### src/sv/civ_pkg.sv
`default_nettype none
// ----------------------------------------------------------------------------
// civ_pkg
// Shared types and constants of the settings record validator.
// ----------------------------------------------------------------------------
package civ_pkg;

  localparam int unsigned WordW  = 32;
  localparam int unsigned PosW   = 4;
  localparam int unsigned ByteW  = 8;
  localparam int unsigned RestW  = WordW - ByteW;
  localparam int unsigned AddrW  = 5;
  localparam int unsigned StepCntW = 2;

  // record word positions
  localparam logic [PosW-1:0] PosMagic   = 4'd0;
  localparam logic [PosW-1:0] PosVersion = 4'd1;
  localparam logic [PosW-1:0] PosLength  = 4'd2;
  localparam logic [PosW-1:0] PosFlag    = 4'd12;
  localparam logic [PosW-1:0] PosGas     = 4'd13;
  localparam logic [PosW-1:0] PosLast    = 4'd14;

  // FNV-1a 32
  localparam logic [WordW-1:0] FnvBasis = 32'd2166136261;
  localparam logic [WordW-1:0] FnvPrime = 32'd16777619;

  // register reset values
  localparam logic [WordW-1:0] RstMagic     = 32'h5043_4647;
  localparam logic [WordW-1:0] RstVersion   = 32'd1;
  localparam logic [WordW-1:0] RstLength    = 32'd60;
  localparam logic [WordW-1:0] RstGasFirst  = 32'd0;
  localparam logic [WordW-1:0] RstGasSecond = 32'd1;

  // index of the last byte step in the HASH state, after the byte hashed on the accept cycle
  localparam logic [StepCntW-1:0] LastStep = 2'd2;

  typedef enum logic [2:0] {
    FAIL_NONE,
    FAIL_MAGIC,
    FAIL_VERSION,
    FAIL_LENGTH,
    FAIL_FLAG,
    FAIL_GAS,
    FAIL_CHECKSUM
  } fail_e;

  typedef enum logic [2:0] {
    REG_MAGIC,
    REG_VERSION,
    REG_LENGTH,
    REG_GAS_FIRST,
    REG_GAS_SECOND
  } reg_e;

  typedef enum logic {
    ST_IDLE,
    ST_HASH
  } state_e;

  typedef struct packed {
    logic [WordW-1:0] magic;
    logic [WordW-1:0] version;
    logic [WordW-1:0] length;
    logic [WordW-1:0] gas_first;
    logic [WordW-1:0] gas_second;
  } cfg_t;

  typedef struct packed {
    logic load;  // take the accepted word, hash its low byte
    logic step;  // hash the next held byte
  } cmd_t;

  typedef struct packed {
    logic final_word;  // offered word closes the record
    logic last_pos;    // next word position is the checksum word
  } sts_t;

endpackage
`default_nettype wire

### src/sv/civ_if.sv
`default_nettype none
// ----------------------------------------------------------------------------
// civ_in_if / civ_out_if
// Valid/ready channels for record words and for check results.
// ----------------------------------------------------------------------------
interface civ_in_if;
  logic                      valid;
  logic                      ready;
  logic [civ_pkg::WordW-1:0] image_word;
  logic                      frame_start;

  modport source (output valid, output image_word, output frame_start, input ready);
  modport sink   (input valid, input image_word, input frame_start, output ready);
endinterface

interface civ_out_if;
  logic                      valid;
  logic                      ready;
  logic                      image_valid;
  logic [2:0]                fail_reason;
  logic [civ_pkg::WordW-1:0] computed_hash;

  modport source (output valid, output image_valid, output fail_reason,
                  output computed_hash, input ready);
  modport sink   (input valid, input image_valid, input fail_reason,
                  input computed_hash, output ready);
endinterface
`default_nettype wire

### src/sv/civ_ctrl.sv
`default_nettype none
// ----------------------------------------------------------------------------
// civ_ctrl
// Sequencer: accepts a word, walks the byte steps, owns the result valid.
// ----------------------------------------------------------------------------
module civ_ctrl (
  input  wire logic            clk_i,
  input  wire logic            rst_ni,
  input  wire logic            in_valid_i,
  output logic                 in_ready_o,
  output logic                 out_valid_o,
  input  wire logic            out_ready_i,
  input  wire civ_pkg::sts_t   sts_i,
  output civ_pkg::cmd_t        cmd_o
);

  civ_pkg::state_e                state_q, state_d;
  logic [civ_pkg::StepCntW-1:0]   cnt_q, cnt_d;
  logic                           out_valid_q, out_valid_d;
  logic                           in_fire;

  always_ff @(posedge clk_i or negedge rst_ni) begin
    if (!rst_ni) begin
      state_q     <= civ_pkg::ST_IDLE;
      cnt_q       <= '0;
      out_valid_q <= 1'b0;
    end else begin
      state_q     <= state_d;
      cnt_q       <= cnt_d;
      out_valid_q <= out_valid_d;
    end
  end

  always_comb begin
    state_d     = state_q;
    cnt_d       = cnt_q;
    out_valid_d = out_valid_q;
    cmd_o       = '0;
    // a checksum word needs a free result slot
    in_ready_o  = (state_q == civ_pkg::ST_IDLE) && !(sts_i.last_pos && out_valid_q);
    in_fire     = in_valid_i && in_ready_o;

    if (out_valid_q && out_ready_i) begin
      out_valid_d = 1'b0;
    end

    case (state_q)
      civ_pkg::ST_IDLE: begin
        if (in_fire) begin
          cmd_o.load = 1'b1;
          if (sts_i.final_word) begin
            out_valid_d = 1'b1;
          end else begin
            state_d = civ_pkg::ST_HASH;
            cnt_d   = '0;
          end
        end
      end
      civ_pkg::ST_HASH: begin
        cmd_o.step = 1'b1;
        cnt_d      = cnt_q + 1'b1;
        if (cnt_q == civ_pkg::LastStep) begin
          state_d = civ_pkg::ST_IDLE;
        end
      end
      default: begin
        state_d = civ_pkg::ST_IDLE;
      end
    endcase
  end

  assign out_valid_o = out_valid_q;

  a_no_accept_in_hash: assert property (@(posedge clk_i) disable iff (!rst_ni)
    state_q == civ_pkg::ST_HASH |-> !in_ready_o)
    else $error("word accepted while bytes still hashing");

  a_final_slot_free: assert property (@(posedge clk_i) disable iff (!rst_ni)
    in_fire && sts_i.final_word |-> !out_valid_q)
    else $error("result slot overwritten");

  a_final_sets_valid: assert property (@(posedge clk_i) disable iff (!rst_ni)
    in_fire && sts_i.final_word |=> out_valid_q)
    else $error("checksum word produced no result");

  a_hash_ends: assert property (@(posedge clk_i) disable iff (!rst_ni)
    state_q == civ_pkg::ST_HASH && cnt_q == civ_pkg::LastStep |=>
      state_q == civ_pkg::ST_IDLE)
    else $error("byte sequencer overran");

endmodule
`default_nettype wire

### src/sv/civ_datapath.sv
`default_nettype none
// ----------------------------------------------------------------------------
// civ_datapath
// Record position, field checks, FNV-1a byte hash and the result register.
// ----------------------------------------------------------------------------
module civ_datapath (
  input  wire logic                      clk_i,
  input  wire logic                      rst_ni,
  input  wire civ_pkg::cfg_t             cfg_i,
  input  wire logic [civ_pkg::WordW-1:0] image_word_i,
  input  wire logic                      frame_start_i,
  input  wire civ_pkg::cmd_t             cmd_i,
  output civ_pkg::sts_t                  sts_o,
  output logic                           image_valid_o,
  output logic [2:0]                     fail_reason_o,
  output logic [civ_pkg::WordW-1:0]      computed_hash_o
);

  logic [civ_pkg::PosW-1:0]  pos_q;
  logic [civ_pkg::WordW-1:0] hash_q;
  civ_pkg::fail_e            fail_q;
  logic [civ_pkg::RestW-1:0] rest_q;
  civ_pkg::fail_e            reason_q;
  logic [civ_pkg::WordW-1:0] res_hash_q;

  logic [civ_pkg::PosW-1:0]  eff_pos;
  logic [civ_pkg::WordW-1:0] eff_hash;
  civ_pkg::fail_e            eff_fail;
  civ_pkg::fail_e            cand;
  civ_pkg::fail_e            fail_upd;
  civ_pkg::fail_e            final_reason;
  logic [civ_pkg::WordW-1:0] mult_a;
  logic [civ_pkg::WordW-1:0] prod;

  // frame start drops the partial record
  assign eff_pos  = frame_start_i ? '0 : pos_q;
  assign eff_hash = frame_start_i ? civ_pkg::FnvBasis : hash_q;
  assign eff_fail = frame_start_i ? civ_pkg::FAIL_NONE : fail_q;

  assign sts_o.last_pos   = (pos_q == civ_pkg::PosLast);
  assign sts_o.final_word = (eff_pos == civ_pkg::PosLast);

  always_comb begin
    cand = civ_pkg::FAIL_NONE;
    case (eff_pos)
      civ_pkg::PosMagic:   if (image_word_i != cfg_i.magic)   cand = civ_pkg::FAIL_MAGIC;
      civ_pkg::PosVersion: if (image_word_i != cfg_i.version) cand = civ_pkg::FAIL_VERSION;
      civ_pkg::PosLength:  if (image_word_i != cfg_i.length)  cand = civ_pkg::FAIL_LENGTH;
      civ_pkg::PosFlag:    if (|image_word_i[civ_pkg::WordW-1:1]) cand = civ_pkg::FAIL_FLAG;
      civ_pkg::PosGas: begin
        if (image_word_i != cfg_i.gas_first && image_word_i != cfg_i.gas_second) begin
          cand = civ_pkg::FAIL_GAS;
        end
      end
      default: cand = civ_pkg::FAIL_NONE;
    endcase
    fail_upd = (eff_fail == civ_pkg::FAIL_NONE) ? cand : eff_fail;

    if (eff_fail != civ_pkg::FAIL_NONE) begin
      final_reason = eff_fail;
    end else if (image_word_i != eff_hash) begin
      final_reason = civ_pkg::FAIL_CHECKSUM;
    end else begin
      final_reason = civ_pkg::FAIL_NONE;
    end

    // one byte per cycle: xor, then multiply by the prime
    if (cmd_i.load) begin
      mult_a = eff_hash ^ {{civ_pkg::RestW{1'b0}}, image_word_i[civ_pkg::ByteW-1:0]};
    end else begin
      mult_a = hash_q ^ {{civ_pkg::RestW{1'b0}}, rest_q[civ_pkg::ByteW-1:0]};
    end
    prod = civ_pkg::WordW'(mult_a * civ_pkg::FnvPrime);
  end

  always_ff @(posedge clk_i or negedge rst_ni) begin
    if (!rst_ni) begin
      pos_q  <= '0;
      hash_q <= civ_pkg::FnvBasis;
      fail_q <= civ_pkg::FAIL_NONE;
    end else if (cmd_i.load) begin
      if (sts_o.final_word) begin
        pos_q  <= '0;
        hash_q <= civ_pkg::FnvBasis;
        fail_q <= civ_pkg::FAIL_NONE;
      end else begin
        pos_q  <= eff_pos + 1'b1;
        hash_q <= prod;
        fail_q <= fail_upd;
      end
    end else if (cmd_i.step) begin
      hash_q <= prod;
    end
  end

  always_ff @(posedge clk_i) begin
    if (cmd_i.load) begin
      rest_q <= image_word_i[civ_pkg::WordW-1:civ_pkg::ByteW];
      if (sts_o.final_word) begin
        reason_q   <= final_reason;
        res_hash_q <= eff_hash;
      end
    end else if (cmd_i.step) begin
      rest_q <= rest_q >> civ_pkg::ByteW;
    end
  end

  assign image_valid_o   = (reason_q == civ_pkg::FAIL_NONE);
  assign fail_reason_o   = reason_q;
  assign computed_hash_o = res_hash_q;

endmodule
`default_nettype wire

### src/sv/config_image_validator.sv
`default_nettype none
// ----------------------------------------------------------------------------
// config_image_validator
// Checks a 15-word settings record: header fields, flag, gas code and an
// FNV-1a 32 hash over words 0..13 compared against word 14.
// ----------------------------------------------------------------------------
//  port      dir  kind        payload
//  img_i     in   valid/ready image_word[31:0], frame_start
//  img_o     out  valid/ready image_valid, fail_reason[2:0], computed_hash[31:0]
//  APB       in   apb write   5 registers at byte offsets 0,4,8,12,16
//
//  Words 0..13: the accept cycle hashes byte 0, then the HASH state hashes
//  bytes 1..3 through the shared 32x32 prime multiplier. Word 14 loads the
//  result register on acceptance. Any word offered while word 14 is due,
//  a frame start too, waits while an earlier result is still held; words
//  at other positions do not.
//  Reset restores the register defaults and starts at word zero.
// ----------------------------------------------------------------------------
module config_image_validator (
  input  wire logic                      clk_i,
  input  wire logic                      rst_ni,
  civ_in_if.sink                         img_i,
  civ_out_if.source                      img_o,
  input  wire logic                      psel,
  input  wire logic                      penable,
  input  wire logic                      pwrite,
  input  wire logic [civ_pkg::AddrW-1:0] paddr,
  input  wire logic [civ_pkg::WordW-1:0] pwdata,
  output logic [civ_pkg::WordW-1:0]      prdata,
  output logic                           pready
);

  civ_pkg::cfg_t  cfg_q;
  civ_pkg::reg_e  reg_sel;
  civ_pkg::cmd_t  cmd;
  civ_pkg::sts_t  sts;
  logic           wr_en;

  assign pready  = 1'b1;
  assign reg_sel = civ_pkg::reg_e'(paddr[civ_pkg::AddrW-1:2]);
  assign wr_en   = psel && penable && pwrite;

  always_ff @(posedge clk_i or negedge rst_ni) begin
    if (!rst_ni) begin
      cfg_q.magic      <= civ_pkg::RstMagic;
      cfg_q.version    <= civ_pkg::RstVersion;
      cfg_q.length     <= civ_pkg::RstLength;
      cfg_q.gas_first  <= civ_pkg::RstGasFirst;
      cfg_q.gas_second <= civ_pkg::RstGasSecond;
    end else if (wr_en) begin
      case (reg_sel)
        civ_pkg::REG_MAGIC:      cfg_q.magic      <= pwdata;
        civ_pkg::REG_VERSION:    cfg_q.version    <= pwdata;
        civ_pkg::REG_LENGTH:     cfg_q.length     <= pwdata;
        civ_pkg::REG_GAS_FIRST:  cfg_q.gas_first  <= pwdata;
        civ_pkg::REG_GAS_SECOND: cfg_q.gas_second <= pwdata;
        default: ;  // drop writes beyond the map
      endcase
    end
  end

  always_comb begin
    case (reg_sel)
      civ_pkg::REG_MAGIC:      prdata = cfg_q.magic;
      civ_pkg::REG_VERSION:    prdata = cfg_q.version;
      civ_pkg::REG_LENGTH:     prdata = cfg_q.length;
      civ_pkg::REG_GAS_FIRST:  prdata = cfg_q.gas_first;
      civ_pkg::REG_GAS_SECOND: prdata = cfg_q.gas_second;
      default:                 prdata = '0;
    endcase
  end

  civ_ctrl u_ctrl (
    .clk_i       (clk_i),
    .rst_ni      (rst_ni),
    .in_valid_i  (img_i.valid),
    .in_ready_o  (img_i.ready),
    .out_valid_o (img_o.valid),
    .out_ready_i (img_o.ready),
    .sts_i       (sts),
    .cmd_o       (cmd)
  );

  civ_datapath u_datapath (
    .clk_i           (clk_i),
    .rst_ni          (rst_ni),
    .cfg_i           (cfg_q),
    .image_word_i    (img_i.image_word),
    .frame_start_i   (img_i.frame_start),
    .cmd_i           (cmd),
    .sts_o           (sts),
    .image_valid_o   (img_o.image_valid),
    .fail_reason_o   (img_o.fail_reason),
    .computed_hash_o (img_o.computed_hash)
  );

endmodule
`default_nettype wire

### src/flat_wrapper.sv
// flat-port wrapper written by rule: the top's interface ports become plain ports
module config_image_validator_flat 
  (clk_i, rst_ni, psel, penable, pwrite, paddr, pwdata, prdata, pready, img_i_valid, img_i_image_word, img_i_frame_start, img_i_ready, img_o_valid, img_o_image_valid, img_o_fail_reason, img_o_computed_hash, img_o_ready);
  civ_in_if img_i_i ();
  civ_out_if img_o_i ();
  input  wire logic clk_i;
  input  wire logic rst_ni;
  input  wire logic psel;
  input  wire logic penable;
  input  wire logic pwrite;
  input  wire logic [civ_pkg::AddrW-1:0] paddr;
  input  wire logic [civ_pkg::WordW-1:0] pwdata;
  output logic [civ_pkg::WordW-1:0] prdata;
  output logic pready;
  input wire logic [$bits(img_i_i.valid)-1:0] img_i_valid;
  input wire logic [$bits(img_i_i.image_word)-1:0] img_i_image_word;
  input wire logic [$bits(img_i_i.frame_start)-1:0] img_i_frame_start;
  output wire logic [$bits(img_i_i.ready)-1:0] img_i_ready;
  output wire logic [$bits(img_o_i.valid)-1:0] img_o_valid;
  output wire logic [$bits(img_o_i.image_valid)-1:0] img_o_image_valid;
  output wire logic [$bits(img_o_i.fail_reason)-1:0] img_o_fail_reason;
  output wire logic [$bits(img_o_i.computed_hash)-1:0] img_o_computed_hash;
  input wire logic [$bits(img_o_i.ready)-1:0] img_o_ready;
  assign img_i_i.valid = img_i_valid;
  assign img_i_i.image_word = img_i_image_word;
  assign img_i_i.frame_start = img_i_frame_start;
  assign img_i_ready = img_i_i.ready;
  assign img_o_valid = img_o_i.valid;
  assign img_o_image_valid = img_o_i.image_valid;
  assign img_o_fail_reason = img_o_i.fail_reason;
  assign img_o_computed_hash = img_o_i.computed_hash;
  assign img_o_i.ready = img_o_ready;
  config_image_validator u_core (.clk_i(clk_i), .rst_ni(rst_ni), .img_i(img_i_i), .img_o(img_o_i), .psel(psel), .penable(penable), .pwrite(pwrite), .paddr(paddr), .pwdata(pwdata), .prdata(prdata), .pready(pready));
endmodule
### config.mk
export PLATFORM = sky130hd
export DESIGN_NAME = config_image_validator_flat
export DESIGN_NICKNAME = d
export VERILOG_FILES = /design/src/sv/civ_pkg.sv /design/src/sv/civ_if.sv /design/src/sv/civ_ctrl.sv /design/src/sv/civ_datapath.sv /design/src/sv/config_image_validator.sv /design/src/flat_wrapper.sv
export SDC_FILE = /design/constraint.sdc
export NUM_CORES = 1
export LEC_CHECK = 0
export ABC_AREA = 1
export BUFFER_PORTS_ARGS = -buffer_cell sky130_fd_sc_hd__buf_4
export CORE_UTILIZATION = 60
export CTS_BUF_LIST = sky130_fd_sc_hd__clkbuf_8
export CTS_CLUSTER_DIAMETER = 120
export DETAILED_ROUTE_END_ITERATION = 12
export MAX_ROUTING_LAYER = met4
export PLACE_DENSITY_LB_ADDON = 0.3
export SETUP_SLACK_MARGIN = 0.15
export SYNTH_ARGS = -nofsm -noshare
export SYNTH_HDL_FRONTEND = slang
export SYNTH_SLANG_ARGS = --single-unit
export TNS_END_PERCENT = 100
### constraint.sdc
create_clock -name clk_i -period 14.5 [get_ports clk_i]
set_input_delay 0 -clock clk_i [delete_from_list [all_inputs] [get_ports clk_i]]
set_output_delay 0 -clock clk_i [all_outputs]
set_load 0.01 [all_outputs]
Word level (Yosys, flattened, before mapping):

Index checks and enable logic that the tools add are counted.

* $add $sub $neg: 2
* eq/ne operators: 19
* muxes and demuxes: 35
* $mul: 1
* bitwise operators: 3
* reduce and logical (&&, ||, !) cells: 22

Operator list (number)
* $ne 32x32->1: 6
* $mux 32: 5
* $pmux 32 s5: 1
* $xor 32x8->32: 2
* $mux 24: 2
* $mul 32x25->32 const B: 1
* $reduce_or 31->1: 1
* $mux 3: 7
* $eq 4x4->1 const B: 4
* $pmux 3 s5: 1
* $reduce_and 2->1: 7
* $mux 1: 11
* $logic_not 3->1: 3
* $mux 2: 4
* $mux 4: 2
* $logic_and 1x1->1: 7
* $eq 3x2->1 const B: 2
* $add 4x1->4 const B: 1
* $eq 4x1->1 const B: 1
* $eq 4x2->1 const B: 1
* $logic_not 4->1: 1
* $ne 2x2->1 const B: 2
* $pmux 2 s2: 1
* $eq 3x1->1 const B: 1
* other kinds (8): 8

* flip-flop bits (word level): 262
* word-level logic and storage cells: 96
* input port bits: 77

Longest topological paths before layout:

Gate-level depths: netlist of the first run.

* word-level depth: 11
* gate-level depth with buffers: 34
* mapped depth without buffers: 31

Hierarchy:

From an unflattened synthesis of the first run, not the netlist that was laid out.

* cells, all modules: 2667
* area, all modules: 20946.3 µm²

By module, submodules not included
* civ_datapath: area an instance 13116.3 µm², cells each 1710, instances 1
* config_image_validator: area an instance 7632.3 µm², cells each 934, instances 1
* civ_ctrl: area an instance 197.7 µm², cells each 23, instances 1

Worst setup path after synthesis of the first run:

No wires, ideal clock.

* path type: register -> register
* start: reg u_core.u_ctrl.out_valid_q, in the netlist u_core.u_ctrl.out_valid_o
* end: reg u_core.u_datapath.hash_q[30] (netlist bit)
* required time: 14377 ps
* buffers on the path: 3
* slack: 8867 ps
* data arrival time: 5510 ps
* period minus slack after synthesis: 5633 ps
* cell stages (with the launch flop): 30
* cells stage by stage: dfrtp_1 -> inv_1 -> nor2_2 -> nand2_2 -> nand4_4 -> buf_6 -> inv_1 -> buf_2 -> buf_2 -> nor2_1 -> ha_1 -> ha_1 -> fa_1 -> ha_1 -> inv_1 -> fa_1 -> inv_1 -> fa_1 -> inv_1 -> fa_1 -> inv_1 -> ha_1 -> inv_1 -> nor3_1 -> nand4_1 -> or2_1 -> nand2_1 -> a21oi_1 -> o21ai_0 -> nand2_1

* cells in the longest elaborated chain, start to end: 10
* elaborated cells on any way between the ends: 12
* classes of those cells: 1 x mul; 6 x mux; 5 x reduce/logical

Ends and longest elaborated chain
* start: declaration: line civ_ctrl.sv:19 `logic out_valid_q, out_valid_d;`
* start signal: assignment: line civ_ctrl.sv:30 `out_valid_q <= out_valid_d;`
* $logic_and 1x1->1 (*): line civ_ctrl.sv:40 `in_ready_o = (state_q == civ_pkg::ST_IDLE) && !(sts_i.last_pos && out_valid_q);`
* $logic_not 1->1 (*): line civ_ctrl.sv:40
* $logic_and 1x1->1 (*): line civ_ctrl.sv:40
* $logic_and 1x1->1 (*): line civ_ctrl.sv:41 `in_fire = in_valid_i && in_ready_o;`
* $mux 1 (*): line civ_ctrl.sv:49 `if (in_fire) begin`
* $mux 1 (*): line civ_ctrl.sv:47 `case (state_q)`
* $mux 32: line civ_datapath.sv:68 `if (cmd_i.load) begin`
* $mul 32x25->32: line civ_datapath.sv:73 `prod = civ_pkg::WordW'(mult_a * civ_pkg::FnvPrime);`
* $mux 32, on equally long branches: line civ_datapath.sv:91, civ_datapath.sv:82
* $mux 32: line civ_datapath.sv:81 `end else if (cmd_i.load) begin`
* end signal: assignment: line civ_datapath.sv:79 `hash_q <= civ_pkg::FnvBasis;`
* end signal: assignment: line civ_datapath.sv:84 `hash_q <= civ_pkg::FnvBasis;`
* end signal: assignment: line civ_datapath.sv:92 `hash_q <= prod;`
* end: declaration: line civ_datapath.sv:20 `logic [civ_pkg::WordW-1:0] hash_q;`

Mark *: on every way between the ends. The rest lies on a longest branch, timed or not. The select of a mux whose other input is x is not followed.
A chain may end at the register's enable or synchronous reset.

Worst setup path in the final report of the first run:

* start: reg u_core.u_ctrl.out_valid_q, in the netlist u_core.u_ctrl.out_valid_o
* end: reg u_core.u_datapath.hash_q[25] (netlist bit)

The elaborated chain is that of the path after synthesis.

==> results of run 1 <==
## stage by stage
step           instances  hold WS (ps)  utilization (%)  cell area [sq um]  setup slack (ps)
4_1_cts             3105          2.01             69.5              22600              7370
2_1_floorplan       2466          -296                -              19900              8870
5_1_grt             3105          32.0             69.5              22600              6940
3_5_place_dp        2973           226             65.1              21200              7400
3_3_place_gp        2973           218             65.1              21200              7540
6_report            3105          19.1             69.5              22600              7390
## cell usage after synthesis, types with 2 or more instances
library cell    n
a21boi_2        2
o21bai_2        3
buf_2          47
xor2_1         58
o31ai_1         2
nor3_2          2
ha_1          173
buf_6           3
nor3_1         22
nor2_4          8
nand3_1        37
a221oi_1       29
nor3_4          2
nand4_1        54
xnor2_1        59
inv_1         449
nand2_1       539
a31oi_1         3
dfstp_2        32
a21oi_1        67
nor4_1         19
o2111ai_1       5
a22oi_1         2
o221ai_1        6
clkbuf_1       39
o21ai_1        17
o22ai_1        26
or2_1           2
inv_2          14
o21bai_1        6
a21o_1          5
dfrtp_1       171
nor2_1        144
inv_4           2
nor2_2          8
or2_2           4
buf_4           4
o21ai_0       244
nand2_2         4
fa_1           74
nand3b_1        4
edfxtp_1       59
## worst max-delay path, delay by kind of cell (launching register included)
kind            cells  cell delay, ps
compound gates      6            2060
simple gates        9            1320
flops               1             430
buf+inv             3             190
fa+ha+maj           8            2960
## layout make-up
class                   instances  area [sq um]  share of cell area (%)
multi-input cells            1644         10800                    47.7
repair buffers                210          1710                    7.55
flip-flops and latches        262          6890                    30.5
clock buffers                  55           757                    3.35
inverters                     465          1750                    7.74
clock inverters                27           164                   0.725
well taps                     442           553                    2.45
## state kept, by name, summed over array words and instances (netlist names)
signal,cells
u_core.u_datapath.fail_q,3
u_core.u_datapath.pos_q,4
u_core.u_ctrl.out_valid_o,1
u_core.u_datapath.hash_q,32
u_core.u_datapath.computed_hash_o,32
u_core.u_datapath.fail_reason_o,3
u_core.u_ctrl.cnt_q,2
u_core.cfg_q,160
u_core.u_ctrl.state_q,1
u_core.u_datapath.rest_q,24
## metal layers
metal / share of wire, % / track usage [%] / vias to the layer above
li1: - / - / 8244
met1: 39 / 45.6 / 8255
met2: 48 / 61.3 / 865
met3: 7.4 / 3.82 / 168
met4: 5.0 / 18.0 / 0
met5: 0 / - / -
## worst paths after layout
kind / from / to / slack [ps]
min in group asynchronous: rst_ni / u_core.cfg_q[62]$_DFFE_PN0P_ / 110
hold reg to reg: u_core.u_ctrl.cnt_q[0]$_DFFE_PN0P_ / u_core.u_ctrl.cnt_q[0]$_DFFE_PN0P_ / 490
hold / removal: img_i_image_word[11] / u_core.u_datapath.rest_q[3]$_DFFE_PP_ / 20
setup reg to reg: u_core.u_ctrl.out_valid_o$_DFF_PN0_ / u_core.u_datapath.hash_q[25]$_DFFE_PN0P_ / 7390
max in group asynchronous: rst_ni / u_core.u_datapath.hash_q[4]$_DFFE_PN0P_ / 12790
setup / recovery: u_core.u_ctrl.out_valid_o$_DFF_PN0_ / u_core.u_datapath.hash_q[25]$_DFFE_PN0P_ / 7390
## what timing repair did
action,in CTS,in global routing
hold buffers,50,0
hold endpoints to repair,286,0
buffers inserted,0,0
## logic make-up (layout without fill, tap and decap cells)
family                   count (synthesis)  in the layout  share of synthesized area, %
XOR/XNOR                               117            117                          5.16
flip-flops                             262            262                          34.7
buffers and inverters                  560            757                          11.2
AO/OA/AOI/OAI                          426            426                          12.2
other                                    1              1                        0.0189
adder cells (fa/ha/maj)                247            247                          18.4
AND/OR/NAND/NOR                        853            853                          18.4
==> results_dict.tcl, run 1 <==
set metrics [dict create \
    drt-initial-drc-count 1521 \
    synthArstFlopShare_pct 77.5 \
    synth_nets 2790 \
    grt_pass1_vias 17400 \
    grt.total_usage_pct 37.1 \
    clk_latency_ps 580 \
    final_cell_mix "nand2_1 (538), inv_1 (464), o21ai_0 (244)" \
    timing.final.hold_violations 0 \
    final_common_cell "nand2_1" \
    drive_above_1_share_pct 11.7 \
    status "finished, final reports clean" \
    cts.sinks 262 \
    netlist_instances 2466 \
    cp-start-kind "flop" \
    dr.pass1.iters 6 \
    synth-edff-count 59 \
    drcViolationCount 0 \
    num_vias 17500 \
    place.gp.congestion 0.981 \
    ant_nets 0 \
    cp_data_required_time_ps 14940 \
    fin_crit_ps 7110 \
    viasPerCell 5.65 \
    die-area_sq_mm 0.0338 \
    setup_viol 0 \
    layout.nets 2951 \
    clk_pin_slew_ps 60 \
    die_x_um 184 \
    place.detailed.hpwl_um 45100 \
    cts_buffers 44 \
    synth_top_area_share_pct 21.5 \
    worstHoldPathType "input port to flop" \
    synth.avg_cell_area_sq_um 8.06 \
    grt.overflow.total 0 \
    grt_max_degree 129 \
    seq_area_frac_synth_pct 34.7 \
    period_share_pct 49.0 \
    io_pins 148 \
    root_buffer "clkbuf_8" \
    synth.area.top_cells "dfrtp_1 (22%), ha_1 (11%), nand2_1 (10%), edfxtp_1 (8.9%), inv_1 (8.5%)" \
    tns_ps 0 \
    synth_warnings 0 \
    syn2layout_area_growth_pct 13.8 \
    io_buffers 144 \
    placementRows 66 \
    synth.distinct_cells 58 \
    crit_slowest_cell "o21ai_0" \
    path_max_fanout 63 \
    worst_path_largest_cell_delay_ps 1170 \
    num_antenna_cells 0 \
    worstPathArrival_ps 7540 \
    netlist_area_sq_mm 0.0199 \
    nFillCells 2684 \
    coreArea_sq_mm 0.0325 \
    cts_tree "done" \
    worst_slew_pin_slew_ps 1180 \
    crit_path_frequent_cell "ha_1" \
    drt_wl_total_um 59200 \
    avgRoutedWirePerCell_um 19.1 \
    fmax_mhz 141 \
    grt_pass1_wl_um 93000 \
    finalMaxSlewViolations 0 \
    ff2ff_path_depth 26 \
    synthFlopType "dfrtp_1" \
    cts-htree-levels 2 \
    synth_top_cell_by_area "dfrtp_1" \
    drv_cap 0 \
    antenna_found_initial 0 \
    criticalPathCategory "flop to flop" \
    die_y_um 184 \
    ctsLongestPathBuffers 3 \
    cts_resized 0 \
    cp-end-kind "flop" \
    synth_seq_cells 262 \
    start_util_pct 61.1 \
    rsz0062_at_grt "false" \
    skew_ps 26.8 \
    maxSlewHeadroom_pct 20.3 \
    hold_depth 3 \
]
Power of run 1 is left out: the tool's default activity adds up to more than one toggle a clock period on the data nets, which glitch-free logic cannot reach.
==> run 2, diff against run 1 <==
==> constraint.sdc (replaced) <==
create_clock -name clk_i -period 6.8 [get_ports clk_i]
set_input_delay 0 -clock clk_i [delete_from_list [all_inputs] [get_ports clk_i]]
set_output_delay 0 -clock clk_i [all_outputs]
set_load 0.01 [all_outputs]
==> run 2 against run 1 <==
Against the previous run:
- cell area decreased by 0.42%
- core utilization down 0.29 points
- via count up 0.99%
- first-iteration DRC count up 6.6%
==> results_dict.tcl, run 2 (synthesized netlist as in run 1, its figures left out) <==
set metrics [dict create \
    regMostFlops "u_core.cfg_q" \
    drcViolationCount 0 \
    skew_ps 41.7 \
    worst_slew_pin_slew_ps 1250 \
    timing.final.hold_violations 0 \
    grt_max_degree 132 \
    die-area_sq_mm 0.0338 \
    place.detailed.hpwl_um 46700 \
    cp_data_required_time_ps 7210 \
    die_y_um 184 \
    fmax_mhz 158 \
    largest_reg_flops 160 \
    cts_buffers 42 \
    fin_crit_ps 6320 \
    drv_cap 0 \
    grt.overflow.total 0 \
    clk_pin_slew_ps 60 \
    finalMaxSlewViolations 0 \
    drt-initial-drc-count 1622 \
    final-seq-area_sq_mm 0.00689 \
    grt_pass1_wl_um 96100 \
    period_share_pct 93.0 \
    reg2reg_from "u_core.u_datapath.pos_q[1]$_DFFE_PN0P_" \
    avgRoutedWirePerCell_um 19.7 \
    status "finished, final reports clean" \
    cts.sinks 262 \
    drt_wl_total_um 61200 \
    viasPerCell 5.70 \
    placementRows 66 \
    root_buffer "clkbuf_8" \
    coreArea_sq_mm 0.0325 \
    grt.total_usage_pct 38.5 \
    rsz0062_at_grt "true" \
    io_buffers 144 \
    maxSlewHeadroom_pct 16.4 \
    layout.nets 2956 \
    setup_viol 0 \
    hp-start "img_i_image_word[15]" \
    die_x_um 184 \
    worstPathArrival_ps 6730 \
    placed_area_sq_mm 0.0213 \
    place.gp.congestion 0.998 \
    critPathLaunch "u_core.u_datapath.pos_q[1]$_DFFE_PN0P_" \
    hold_ws_ps 13.3 \
    nFillCells 2677 \
    tns_ps 0 \
    final_cell_mix "nand2_1 (538), inv_1 (470), o21ai_0 (244)" \
    multi_input_area_sq_mm 0.0108 \
    cts_tree "done" \
    start_util_pct 61.1 \
    criticalPathCategory "flop to flop" \
    num_vias 17700 \
    final_common_cell "nand2_1" \
    post-cts-setup-buffers 0 \
    clk_latency_ps 570 \
    io_pins 148 \
    syn2layout_area_growth_pct 13.3 \
    dr.pass1.iters 6 \
    ant_nets 0 \
    antenna_found_initial 0 \
    grt_pass1_vias 17700 \
    path_max_fanout 15 \
    ctsLongestPathBuffers 3 \
    drive_above_1_share_pct 11.8 \
    cp-end-kind "flop" \
    cp-start-kind "flop" \
    cts-htree-levels 2 \
    num_antenna_cells 0 \
    worstHoldPathType "input port to flop" \
    post-route-cell-area_sq_mm 0.0225 \
]
==> run 2: through the flow <==
stage,utilization [%],std cells,worst slack [ps]
after floorplan,-,2466,1170
after global placement,65.3,2982,401
after detailed placement,65.3,2982,333
after CTS,69.2,3108,304
after global routing,69.2,3108,118
final,69.2,3108,478
==> run 2: final timing paths <==
| kind | end | slack (ps) | cells after the start |
|---|---|---|---|
| setup reg to reg | u_core.u_datapath.hash_q[26]$_DFFE_PN0P_ | 480 | 27 |
| hold / removal | u_core.u_datapath.rest_q[7]$_DFFE_PP_ | 10 | 3 |
| setup / recovery | u_core.u_datapath.hash_q[26]$_DFFE_PN0P_ | 480 | 27 |
| min in group asynchronous | u_core.cfg_q[124]$_DFFE_PN0P_ | 150 | 2 |
| max in group asynchronous | u_core.u_datapath.hash_q[27]$_DFFE_PN0P_ | 5030 | 3 |
| hold reg to reg | u_core.u_ctrl.cnt_q[0]$_DFFE_PN0P_ | 490 | 1 |
==> run 2: critical path: stages (launching register included) <==
cell	delay, ps
dfrtp_1	400
inv_2	70
nor2_2	130
nand2_2	120
nand4_4	190
inv_1	270
buf_4	260
nor2_1	300
inv_1	170
ha_1	230
ha_1	270
inv_1	40
fa_1	480
inv_1	50
ha_1	180
fa_1	490
inv_1	60
fa_1	490
fa_1	500
inv_1	40
ha_1	340
nand2_1	130
nor4_1	390
nand4_1	160
nand4_1	120
a21oi_1	70
o21ai_0	150
nand2_1	80
==> run 2: final cells by class <==
class	count	area share (%)
multi-input combinational	1644	47.9
sequential	262	30.6
timing repair buffer	217	7.80
inverter	465	7.78
clock buffer	46	2.81
tap	442	2.46
clock inverter	32	0.611
==> run 2: per-layer routing <==
layer / GRT usage [%] / part of all wire [%] / up-vias
met5: - / 0 / -
met4: 22.2 / 6.4 / 0
met3: 3.88 / 7.4 / 197
met2: 62.3 / 48 / 903
met1: 47.2 / 39 / 8355
li1: - / - / 8251
==> run 2: what timing repair did <==
item,4_1_cts,5_1_grt
endpoints found under the hold margin,297,0
gates resized for setup,0,2
hold buffers,48,0
setup endpoints to repair,0,4
Power of run 2 is left out for the same reason.
